[src/design/rst_pkg.sv]
// Package with shared constants and controller/datapath interface types.
`timescale 1ns / 1ps
`default_nettype none
package rst_pkg;
    localparam int CAPACITY = 64;
    localparam int IDX_W = $clog2(CAPACITY);
    localparam int LEN_W = IDX_W + 1;

    localparam logic [1:0] ACT_INSERT = 2'd0;
    localparam logic [1:0] ACT_REMOVE = 2'd1;
    localparam logic [1:0] ACT_RANDOM = 2'd2;

    localparam logic [2:0] ST_DONE   = 3'd0;
    localparam logic [2:0] ST_REJECT = 3'd1;
    localparam logic [2:0] ST_FULL   = 3'd2;
    localparam logic [2:0] ST_EMPTY  = 3'd3;
    localparam logic [2:0] ST_RETRY  = 3'd4;

    typedef struct packed {
        logic load;        // capture the input item
        logic scan_start;  // reset scan index to zero
        logic scan_step;   // advance scan index
        logic rnd_start;   // start modulo reduction
        logic rnd_step;    // one restoring division step
        logic rd_slot;     // read slot at random position
        logic do_insert;   // write value into target slot
        logic do_remove;   // free the found slot
        logic pack_step;   // move one slot during compaction
        logic pack_end;    // finish compaction
        logic fifo_rd;     // read FIFO head
    } rst_cmd_t;

    typedef struct packed {
        logic scan_done;   // scan index reached used length
        logic hit;         // live slot at scan index matches value
        logic rnd_done;    // modulo finished
        logic slot_live;   // live bit at random position
        logic empty;       // used length is zero
        logic have_free;   // free count nonzero
        logic full;        // used length equals capacity
        logic need_pack;   // compaction threshold exceeded after remove
        logic pack_done;   // compaction swept all used slots
    } rst_sts_t;
endpackage
`default_nettype wire

[src/design/randomized_set_table_unit.sv]
// Top level of the randomized set table: controller plus datapath.
`timescale 1ns / 1ps
`default_nettype none
// The unit keeps a set of up to 64 signed 32-bit values and handles one
// request at a time. Insert and remove first scan the used slots for the
// value, reading and then testing each slot in turn; a remove that triggers
// compaction adds a packing sweep through the slot memory. Get random runs
// a 32-step restoring division to form random_word modulo used_length.
// One result transfer follows each input transfer, and the input is not
// ready again until that result has been taken. Retry status means the
// chosen slot was free; the caller should send a new random word.
module randomized_set_table_unit import rst_pkg::*; (
    input  wire logic        clk,
    input  wire logic        rst_n,
    input  wire logic        in_valid,
    output logic             in_ready,
    input  wire logic  [1:0] action,
    input  wire logic signed [31:0] item_value,
    input  wire logic [31:0] random_word,
    output logic             out_valid,
    input  wire logic        out_ready,
    output logic       [2:0] status,
    output logic signed [31:0] picked_value
);
    rst_cmd_t cmd;
    rst_sts_t sts;
    logic [31:0] slot_rdata;
    logic [31:0] pick;

    rst_ctrl u_ctrl (
        .clk          (clk),
        .rst_n        (rst_n),
        .in_valid     (in_valid),
        .in_ready     (in_ready),
        .in_action    (action),
        .out_valid    (out_valid),
        .out_ready    (out_ready),
        .status       (status),
        .picked_value (pick),
        .slot_rdata   (slot_rdata),
        .sts          (sts),
        .cmd          (cmd)
    );

    rst_datapath u_dp (
        .clk        (clk),
        .rst_n      (rst_n),
        .cmd        (cmd),
        .in_value   (item_value),
        .in_random  (random_word),
        .sts        (sts),
        .slot_rdata (slot_rdata)
    );

    assign picked_value = pick;
endmodule
`default_nettype wire

[src/design/rst_datapath.sv]
// Datapath: slot memory, live bits, free FIFO, counters, scan and modulo units.
`timescale 1ns / 1ps
`default_nettype none
module rst_datapath import rst_pkg::*; (
    input  wire logic               clk,
    input  wire logic               rst_n,
    input  wire rst_cmd_t           cmd,
    input  wire logic        [31:0] in_value,
    input  wire logic        [31:0] in_random,
    output rst_sts_t                sts,
    output logic             [31:0] slot_rdata
);
    logic [31:0] slot_mem [CAPACITY];
    logic [IDX_W-1:0] fifo_mem [CAPACITY];

    logic [CAPACITY-1:0] live_reg;
    logic [LEN_W-1:0] used_reg, free_cnt_reg;
    logic [IDX_W-1:0] head_reg, tail_reg;
    logic [31:0] value_reg;
    logic [LEN_W-1:0] scan_reg;   // scan read pointer
    logic [LEN_W-1:0] wr_reg;     // compaction write pointer
    logic [31:0] rem_reg, quo_reg;
    logic [5:0] bit_reg;
    logic rnd_busy_reg;
    logic [IDX_W-1:0] fifo_q_reg;
    logic [31:0] slot_q_reg;
    logic [IDX_W-1:0] scan_idx;
    logic [32:0] trial;
    logic [IDX_W-1:0] pos;

    assign scan_idx = scan_reg[IDX_W-1:0];
    assign trial = {rem_reg, quo_reg[31]} - {{(33-LEN_W){1'b0}}, used_reg};
    assign pos = rem_reg[IDX_W-1:0];

    // Slot memory: one synchronous read at the scan pointer or the random position, one write.
    always_ff @(posedge clk)
    begin
        slot_q_reg <= slot_mem[cmd.rd_slot ? pos : scan_idx];
        if (cmd.do_insert)
        begin
            slot_mem[cmd.fifo_rd ? fifo_q_reg : used_reg[IDX_W-1:0]] <= value_reg;
        end
        else if (cmd.pack_step && live_reg[scan_idx])
        begin
            slot_mem[wr_reg[IDX_W-1:0]] <= slot_q_reg;
        end
    end

    always_ff @(posedge clk)
    begin
        fifo_q_reg <= fifo_mem[head_reg];
        if (cmd.do_remove)
        begin
            fifo_mem[tail_reg] <= scan_idx;
        end
    end

    always_ff @(posedge clk)
    begin
        if (cmd.load)
        begin
            value_reg <= in_value;
        end
    end

    always_ff @(posedge clk or negedge rst_n)
    begin
        if (!rst_n)
        begin
            live_reg     <= '0;
            used_reg     <= '0;
            free_cnt_reg <= '0;
            head_reg     <= '0;
            tail_reg     <= '0;
            scan_reg     <= '0;
            wr_reg       <= '0;
            rem_reg      <= '0;
            quo_reg      <= '0;
            bit_reg      <= '0;
            rnd_busy_reg <= 1'b0;
        end
        else
        begin
            if (cmd.scan_start)
            begin
                scan_reg <= '0;
                wr_reg   <= '0;
            end
            else if (cmd.scan_step)
            begin
                scan_reg <= scan_reg + 1'b1;
            end
            if (cmd.rnd_start)
            begin
                rem_reg      <= '0;
                quo_reg      <= in_random;
                bit_reg      <= 6'd32;
                rnd_busy_reg <= 1'b1;
            end
            else if (cmd.rnd_step && bit_reg != 6'd0)
            begin
                rem_reg <= trial[32] ? {rem_reg[30:0], quo_reg[31]} : trial[31:0];
                quo_reg <= {quo_reg[30:0], 1'b0};
                bit_reg <= bit_reg - 1'b1;
            end
            if (cmd.do_insert)
            begin
                if (cmd.fifo_rd)
                begin
                    live_reg[fifo_q_reg] <= 1'b1;
                    head_reg <= head_reg + 1'b1;
                    free_cnt_reg <= free_cnt_reg - 1'b1;
                end
                else
                begin
                    live_reg[used_reg[IDX_W-1:0]] <= 1'b1;
                    used_reg <= used_reg + 1'b1;
                end
            end
            if (cmd.do_remove)
            begin
                live_reg[scan_idx] <= 1'b0;
                tail_reg <= tail_reg + 1'b1;
                free_cnt_reg <= free_cnt_reg + 1'b1;
            end
            if (cmd.pack_step)
            begin
                // Moves are safe in place since wr never passes scan.
                live_reg[scan_idx] <= 1'b0;
                if (live_reg[scan_idx])
                begin
                    live_reg[wr_reg[IDX_W-1:0]] <= 1'b1;
                    wr_reg <= wr_reg + 1'b1;
                end
                scan_reg <= scan_reg + 1'b1;
            end
            if (cmd.pack_end)
            begin
                used_reg     <= wr_reg;
                head_reg     <= '0;
                tail_reg     <= '0;
                free_cnt_reg <= '0;
            end
        end
    end

    // The slot read data is registered and so arrives the cycle after the scan
    // pointer; the controller holds the pointer in a read state before each test.
    assign sts.scan_done = (scan_reg >= used_reg);
    assign sts.hit       = live_reg[scan_idx] && (slot_q_reg == value_reg);
    assign sts.rnd_done  = rnd_busy_reg && (bit_reg == 6'd0);
    assign sts.slot_live = live_reg[pos];
    assign sts.empty     = (used_reg == '0);
    assign sts.have_free = (free_cnt_reg != '0);
    assign sts.full      = (used_reg == LEN_W'(CAPACITY));
    assign sts.need_pack = ({free_cnt_reg, 1'b0} > {1'b0, used_reg});
    assign sts.pack_done = (scan_reg >= used_reg);
    assign slot_rdata    = slot_q_reg;
endmodule
`default_nettype wire

[src/design/rst_ctrl.sv]
// Controller state machine sequencing scans, division, and compaction.
`timescale 1ns / 1ps
`default_nettype none
module rst_ctrl import rst_pkg::*; (
    input  wire logic        clk,
    input  wire logic        rst_n,
    input  wire logic        in_valid,
    output logic             in_ready,
    input  wire logic  [1:0] in_action,
    output logic             out_valid,
    input  wire logic        out_ready,
    output logic       [2:0] status,
    output logic      [31:0] picked_value,
    input  wire logic [31:0] slot_rdata,
    input  wire rst_sts_t    sts,
    output rst_cmd_t         cmd
);
    localparam logic [3:0] S_IDLE  = 4'd0;
    localparam logic [3:0] S_RD    = 4'd1;
    localparam logic [3:0] S_TEST  = 4'd2;
    localparam logic [3:0] S_INS   = 4'd3;
    localparam logic [3:0] S_CHK   = 4'd4;
    localparam logic [3:0] S_PRD   = 4'd5;
    localparam logic [3:0] S_PACK  = 4'd6;
    localparam logic [3:0] S_DIV   = 4'd7;
    localparam logic [3:0] S_GRD   = 4'd8;
    localparam logic [3:0] S_GOUT  = 4'd9;
    localparam logic [3:0] S_OUT   = 4'd10;
    localparam logic [3:0] S_FRD   = 4'd11;

    logic [3:0] state_reg, state_next;
    logic [1:0] act_reg, act_next;
    logic [2:0] status_reg, status_next;
    logic [31:0] pick_reg, pick_next;

    always_ff @(posedge clk or negedge rst_n)
    begin
        if (!rst_n)
        begin
            state_reg  <= S_IDLE;
            act_reg    <= ACT_INSERT;
            status_reg <= ST_DONE;
            pick_reg   <= '0;
        end
        else
        begin
            state_reg  <= state_next;
            act_reg    <= act_next;
            status_reg <= status_next;
            pick_reg   <= pick_next;
        end
    end

    assign in_ready     = (state_reg == S_IDLE);
    assign out_valid    = (state_reg == S_OUT);
    assign status       = status_reg;
    assign picked_value = pick_reg;

    always_comb
    begin
        state_next  = state_reg;
        act_next    = act_reg;
        status_next = status_reg;
        pick_next   = pick_reg;
        cmd         = '0;
        case (state_reg)
            S_IDLE:
            begin
                if (in_valid)
                begin
                    cmd.load    = 1'b1;
                    act_next    = in_action;
                    pick_next   = '0;
                    status_next = ST_REJECT;
                    if (in_action == ACT_INSERT || in_action == ACT_REMOVE)
                    begin
                        cmd.scan_start = 1'b1;
                        state_next = S_RD;
                    end
                    else if (in_action == ACT_RANDOM)
                    begin
                        cmd.rnd_start = 1'b1;
                        state_next = S_DIV;
                    end
                    else
                    begin
                        state_next = S_OUT;
                    end
                end
            end
            S_RD:
            begin
                state_next = sts.scan_done ? S_INS : S_TEST;
                if (sts.scan_done && act_reg == ACT_REMOVE)
                begin
                    status_next = ST_REJECT;
                    state_next  = S_OUT;
                end
            end
            S_TEST:
            begin
                if (sts.hit)
                begin
                    if (act_reg == ACT_INSERT)
                    begin
                        status_next = ST_REJECT;
                        state_next  = S_OUT;
                    end
                    else
                    begin
                        cmd.do_remove = 1'b1;
                        status_next   = ST_DONE;
                        state_next    = S_CHK;
                    end
                end
                else
                begin
                    cmd.scan_step = 1'b1;
                    state_next = S_RD;
                end
            end
            S_INS:
            begin
                if (sts.have_free)
                begin
                    state_next = S_FRD;
                end
                else if (sts.full)
                begin
                    status_next = ST_FULL;
                    state_next  = S_OUT;
                end
                else
                begin
                    cmd.do_insert = 1'b1;
                    status_next   = ST_DONE;
                    state_next    = S_OUT;
                end
            end
            S_FRD:
            begin
                cmd.do_insert = 1'b1;
                cmd.fifo_rd   = 1'b1;
                status_next   = ST_DONE;
                state_next    = S_OUT;
            end
            S_CHK:
            begin
                if (sts.need_pack)
                begin
                    cmd.scan_start = 1'b1;
                    state_next = S_PRD;
                end
                else
                begin
                    state_next = S_OUT;
                end
            end
            S_PRD:
            begin
                if (sts.pack_done)
                begin
                    cmd.pack_end = 1'b1;
                    state_next = S_OUT;
                end
                else
                begin
                    state_next = S_PACK;
                end
            end
            S_PACK:
            begin
                cmd.pack_step = 1'b1;
                state_next = S_PRD;
            end
            S_DIV:
            begin
                cmd.rnd_step = 1'b1;
                if (sts.empty)
                begin
                    status_next = ST_EMPTY;
                    state_next  = S_OUT;
                end
                else if (sts.rnd_done)
                begin
                    state_next = S_GRD;
                end
            end
            S_GRD:
            begin
                cmd.rd_slot = 1'b1;
                state_next = S_GOUT;
            end
            S_GOUT:
            begin
                if (sts.slot_live)
                begin
                    status_next = ST_DONE;
                    pick_next   = slot_rdata;
                end
                else
                begin
                    status_next = ST_RETRY;
                end
                state_next = S_OUT;
            end
            S_OUT:
            begin
                if (out_ready)
                begin
                    state_next = S_IDLE;
                end
            end
            default:
            begin
                state_next = S_IDLE;
            end
        endcase
    end
endmodule
`default_nettype wire

[config.mk]
export PLATFORM = sky130hd
export DESIGN_NAME = randomized_set_table_unit
export DESIGN_NICKNAME = d
export VERILOG_FILES = /design/src/design/rst_pkg.sv /design/src/design/randomized_set_table_unit.sv /design/src/design/rst_datapath.sv /design/src/design/rst_ctrl.sv
export SDC_FILE = /design/constraint.sdc
export NUM_CORES = 2
export LEC_CHECK = 0
export BUFFER_PORTS_ARGS = -buffer_cell sky130_fd_sc_hd__buf_2
export CORE_MARGIN = 2
export CORE_UTILIZATION = 40
export DETAILED_ROUTE_END_ITERATION = 12
export GPL_ROUTABILITY_DRIVEN = 0
export PLACE_DENSITY = 0.63
export SYNTH_ARGS = -nofsm -noshare
export SYNTH_HDL_FRONTEND = slang
export SYNTH_SLANG_ARGS = --single-unit
[constraint.sdc]
create_clock -name clk -period 10.7 [get_ports clk]
set_input_delay 2.14 -clock clk [delete_from_list [all_inputs] [get_ports clk]]
set_output_delay 2.14 -clock clk [all_outputs]
set_load 0.01 [all_outputs]
* After elaboration in Yosys (flattened, before gate mapping) *
Memories as Yosys holds them, arrays and structs flattened. A register that Yosys moved wholly into a read port is not among the register bits.
Cells that the tools add are included.
W data, S select, Z words.

cells by class
  $lt $le $gt $ge = 11
  eq/ne operators = 25
  $add $sub $neg = 9
  reduce and logical (&&, ||, !) cells = 35
  multiplexer cells = 103
  bitwise operators = 6

operator list
  operator               count
  $mux W64               5
  $mux W32               8
  $or A64 B64 Y64        3
  $and A64 B64 Y64       2
  $mux W7                13
  $not A64 Y64           1
  $pmux W32 S2           1
  $mux W6                10
  $mux W4                11
  $pmux W4 S11           1
  $mux W1                37
  $lt A6 B7 Y1 const B   5
  $sub A33 B7 Y33        1
  $eq A32 B32 Y1         1
  $reduce_or A32 Y1      1
  $add A7 B1 Y7 const B  4
  $demux W1 S6           4
  $ge A6 B1 Y1 const B   4
  $pmux W3 S7            1
  $mux W3                6
  $eq A4 B3 Y1 const B   4
  $eq A4 B4 Y1 const B   4
  $reduce_bool A7 Y1     2
  $add A6 B1 Y6 const B  2
  other kinds (28)       58

word-level totals
  memories kept = 2
  output and inout bits = 37
  memory bits (writable) = 2,432
  bits of input ports = 70
  word-level logic and storage cells = 207
  register bits = 248

memories
  name           words  bits a word  read ports  clocked after Yosys merged registers in  write ports  line                source
  u_dp.slot_mem  64     32           1           1                                        1            rst_datapath.sv:13  logic [31:0] slot_mem [CAPACITY];
  u_dp.fifo_mem  64     6            1           1                                        1            rst_datapath.sv:14  logic [IDX_W-1:0] fifo_mem [CAPACITY];

* Logic depth before layout (Yosys ltp) *
  depth after elaboration = 13
  depth in mapped cells = 18

* Modules after synthesis *
From an unflattened synthesis, not the netlist that was laid out.

unflattened totals
  cell total of the unflattened synthesis = 6,047
  area, all modules = 109,642.7 µm²

by module, submodules not included
  module        area each (µm²)  seq. area each (µm²)  instances  cells each
  rst_datapath  107,530.6        79,130.9              1          5,799
  rst_ctrl      2,112.0          1,026.0               1          248

* Worst setup path before layout *
No wires, ideal clock.

  path kind = reg-to-reg
  start point = register u_dp.scan_reg[0]
  end point = memory u_dp.slot_mem[2][0] (enable)
  setup slack = 5,473 ps
  stages on the path, launching flop included = 13
  data required time = 10,279 ps
  data arrival time = 4,806 ps
  buffers on the path = 4
  cell sequence = dfrtp_1 > clkbuf_1 > buf_2 > and3b_1 > clkbuf_1 > nand2_1 > o221ai_1 > a22oi_1 > a31o_2 > buf_2 > nor2_1 > a22oi_1 > nor2_1

on the way
  word-level cells in the longest chain between the ends = 8

ends and longest elaborated chain
  what                                                 line                 source
  start, declared                                      rst_datapath.sv:20   logic [LEN_W-1:0] scan_reg;
  start signal, assigned                               rst_datapath.sv:91   scan_reg <= scan_reg + 1'b1;
  start signal, assigned                               rst_datapath.sv:135  scan_reg <= scan_reg + 1'b1;
  $bmux W1 S6 (*)                                      rst_datapath.sv:43   else if (cmd.pack_step && live_reg[scan_idx])
  $mux W1 (implied by the code) (*)                    rst_datapath.sv:43
  $logic_and A1 B1 Y1 (*)                              rst_datapath.sv:43
  $mux W1 (*)                                          rst_datapath.sv:43
  $mux W1 (*)                                          rst_datapath.sv:39   if (cmd.do_insert)
  $mux W1 (implied by the code) (*)                    rst_datapath.sv:45   slot_mem[wr_reg[IDX_W-1:0]] <= slot_q_reg;
  $reduce_or A32 Y1 (no line)                          --
  $mux W6 (no line) / $mux W1 (equally long branches)  --
  end, declared                                        rst_datapath.sv:13

Every way passes the cells marked *; elsewhere a longest branch is shown, timed or not. The select of a mux whose other input is x is not followed.

* Worst setup path after layout *
  start point = register u_dp.scan_reg[0]
  end point = memory u_dp.slot_mem[55][1] (enable)

The elaborated chain is that of the path after synthesis.

==> flow_summary.ini <==
[worst_setup_path]
crit_slowest_cell = nand3_1
critical_path.max_stage_delay_ns = 0.76
critPathKind = reg2reg
cp-start-kind = flip-flop
rr_worst_depth = 11
path_buf_inv = 3
crit_family = compound AO/OA/AOI/OAI gates
path_cells = buf_4 > mux2i_1 > a22oi_1 > a31oi_1 > o221a_2 > a31oi_4 > buf_4 > nand3_1 > o21a_1 > nor2_4 > buf_4
r2r_end = u_dp.slot_mem[55][1]
crit_path_end_kind = flip-flop
crit_arrival_ns = 6.62
cp_common_cell = buf_4
rrSetupSlack_ns = 4.57
reg2reg_from = u_dp.scan_reg[0]
crit_fanout = 75
required_ns = 11.19

[global_routing]
gr-usage-met1_pct = 27.52
grt_max_degree = 122
antenna_found_initial = 21
met2_usage_pct = 33.08
grtUsageTotal_pct = 20.47
grtUsageMet3_pct = 4.012
grt_overflow = 0
grt_pass1_wl_um = 410600
grt_pass1_vias = 57100
grt_busiest_layer = met2

[sta]
setup-tns-final_ns = 0
period_minus_slack_ns = 6.134
report.final.setup_viol = 0
tightestPinTransition_ns = 1.406
fmax_mhz = 163.0
finalMaxSlewViolations = 0
period_share_pct = 57.33
max_slew_margin_pct = 6.293
finalHoldViolations = 0
rsz0062_at_grt = false
clock_skew_ns = 0.1145
holdWs_ns = 0.4719

[cts]
clock-sinks = 2718
cts-buffers-inserted = 296
htreeDepth = 5
clk_pin_slew_ns = 0.06
cts_hold_buf = 0
clkLatencyLatePin_ns = 0.96
clk_path_buf_depth = 4
cts_resized = 0
cts_tree = built
postCtsSetupBuffers = 0
cts_root_buf = clkbuf_16

[power_and_ir_drop]
p_total_w = 0.03245
p_sw_w = 0.01038
clkPwrFrac_pct = 29.4
vdd_drop_max_mv = 0.2203
p_seq_share_pct = 40.6
p_comb_share_pct = 30.0
p_sw_share_pct = 32.00
p_leak_nw = 41.10
internal_power_w = 0.02207
power.density_nw_per_um2 = 263.4

[floorplanning]
dieArea_um2 = 275600
std_cell_rows = 191
die_w_um = 525.0
boundaryPins = 107
die_h_um = 525.0
initial_core_util_pct = 40.17
coreArea_um2 = 270300

[placement]
dp_hpwl_um = 161300
port-buffer-count = 106

[yosys]
ys_ff_latch = 2718
avgSynthCellArea_um2 = 19.57
seq_area_frac_synth_pct = 73.83
yosys.area.top_type = edfxtp_1
ys_types = 76
synthTopCellsByCount = 2464 x edfxtp_1, 660 x mux4_2, 286 x mux2i_1
synth.cell_area_um2 = 108600
synth.most_common_cell = edfxtp_1
ys_warn_count = 0
synth_top_area_share_pct = 68.15
yosys-top-cells-area = edfxtp_1 68%, mux4_2 14%, dfrtp_1 5.0%
syn-num-nets = 5653
synth-edff-count = 2464
async_flop_share_pct = 7.947
ys.flop_type = edfxtp_1
syn_inst = 5548

[route]
vias = 57110
antenna_left = 0
first_iter_violations = 7183
vias_per_cell = 5.938
wl_per_cell_um = 29.82
drtPass1Iterations = 12
wirelength_um = 286800
drcViolationCount = 1

[finish]
nNetsFinal = 5919
num-fill-cells = 22460
syn2layout_area_growth_pct = 13.48
drive_gt1_share_pct = 25.22
multi_input_area_um2 = 27460
regArea_um2 = 80170
largest_reg_flops = 2048

[outcome]
violations = DRC
status = finished with violations

[min_path]
hold_start = u_dp.wr_reg[6]
hold_depth = 2
hold_class = reg2reg
holdPathEnd = u_dp.used_reg[6]

[flow_run]
cap_violations = 0
## power by group through the flow
stage,sequential (W),clock [W],combinational [W]
finish,0.0132,0.00954,0.00974
global route,0.0132,0.0101,0.0103
CTS,0.0131,0.00968,0.00977
detailed placement,0.0134,0,0.00974
global placement,0.0134,0,0.00962
floorplan,0.0131,0,0.00676
## how the worst max path moves through the flow
stage,from,to,cells after the start
finish,u_dp.scan_reg[0],u_dp.slot_mem[55][1],11
global route,u_dp.scan_reg[0],u_dp.slot_mem[47][19],11
CTS,u_dp.scan_reg[0],u_dp.slot_mem[55][1],11
detailed placement,u_ctrl.state_reg[3],u_dp.slot_rdata[28],9
global placement,u_ctrl.state_reg[2],u_dp.slot_rdata[28],9
floorplan,u_dp.scan_reg[0],u_dp.slot_mem[2][0],12
## cell usage in the layout (no fill, tap or decap), drive strengths merged, types with 52 or more instances in the layout
| master | instances |
|---|---|
| clkbuf | 377 |
| nor2 | 213 |
| clkinv | 107 |
| xnor2 | 52 |
| o22ai | 224 |
| nor3 | 61 |
| dfrtp | 216 |
| buf | 285 |
| nand3 | 62 |
| o21ai | 134 |
| mux2i | 286 |
| edfxtp | 2464 |
| mux4 | 660 |
| a21oi | 94 |
| nand2 | 249 |
## worst register-to-register path, stage by stage (launching register included)
cell and delay, ns:
dfrtp_2 0.57, buf_4 0.70, mux2i_1 0.23, a22oi_1 0.33
a31oi_1 0.23, o221a_2 0.24, a31oi_4 0.44, buf_4 0.68
nand3_1 0.79, o21a_1 0.68, nor2_4 0.24, buf_4 0.51
## through the flow
step / instance area [um2] / instances / setup WS (ns) / util, %
after floorplan: 108600 / 5548 / 5.473 / -
after global placement: 114200 / 9085 / 4.965 / 42.25
after detailed placement: 114200 / 9086 / 4.905 / 42.25
after CTS: 123100 / 9594 / 4.840 / 45.56
after global routing: 123200 / 9601 / 4.457 / 45.57
final: 123200 / 9617 / 4.566 / 45.58
## metal layers
metal | routed length (um) | vias up | share of wire (%)
li1 | - | 23450 | -
met2 | 138000 | 2736 | 48
met3 | 23420 | 570 | 8.2
met4 | 11100 | 2 | 3.9
met5 | 17 | - | 0.0059
met1 | 114200 | 30360 | 40
## layout make-up
cell class,instances,share of cell area (%)
well taps,3570,3.626
repair buffers,285,1.614
flip-flops and latches,2718,65.08
diodes,23,0.04672
inverters,29,0.08835
clock buffers,377,6.470
clock inverters,131,0.7942
multi-input cells,2484,22.29
## logic make-up (layout without fill, tap and decap cells)
kind of cell    Yosys count  count (layout)  share of synthesized area [%]
buf+inv                 346             822                          1.468
other cells               0              23                              0
compound gates          614             614                          3.543
xor+xnor                 87              87                         0.7018
simple gates            759             759                          3.266
fa+ha+maj                35              35                         0.4172
flops                  2718            2718                          73.83
mux                     989             989                          16.77
Note: power is estimated with default switching activity, not from simulation.
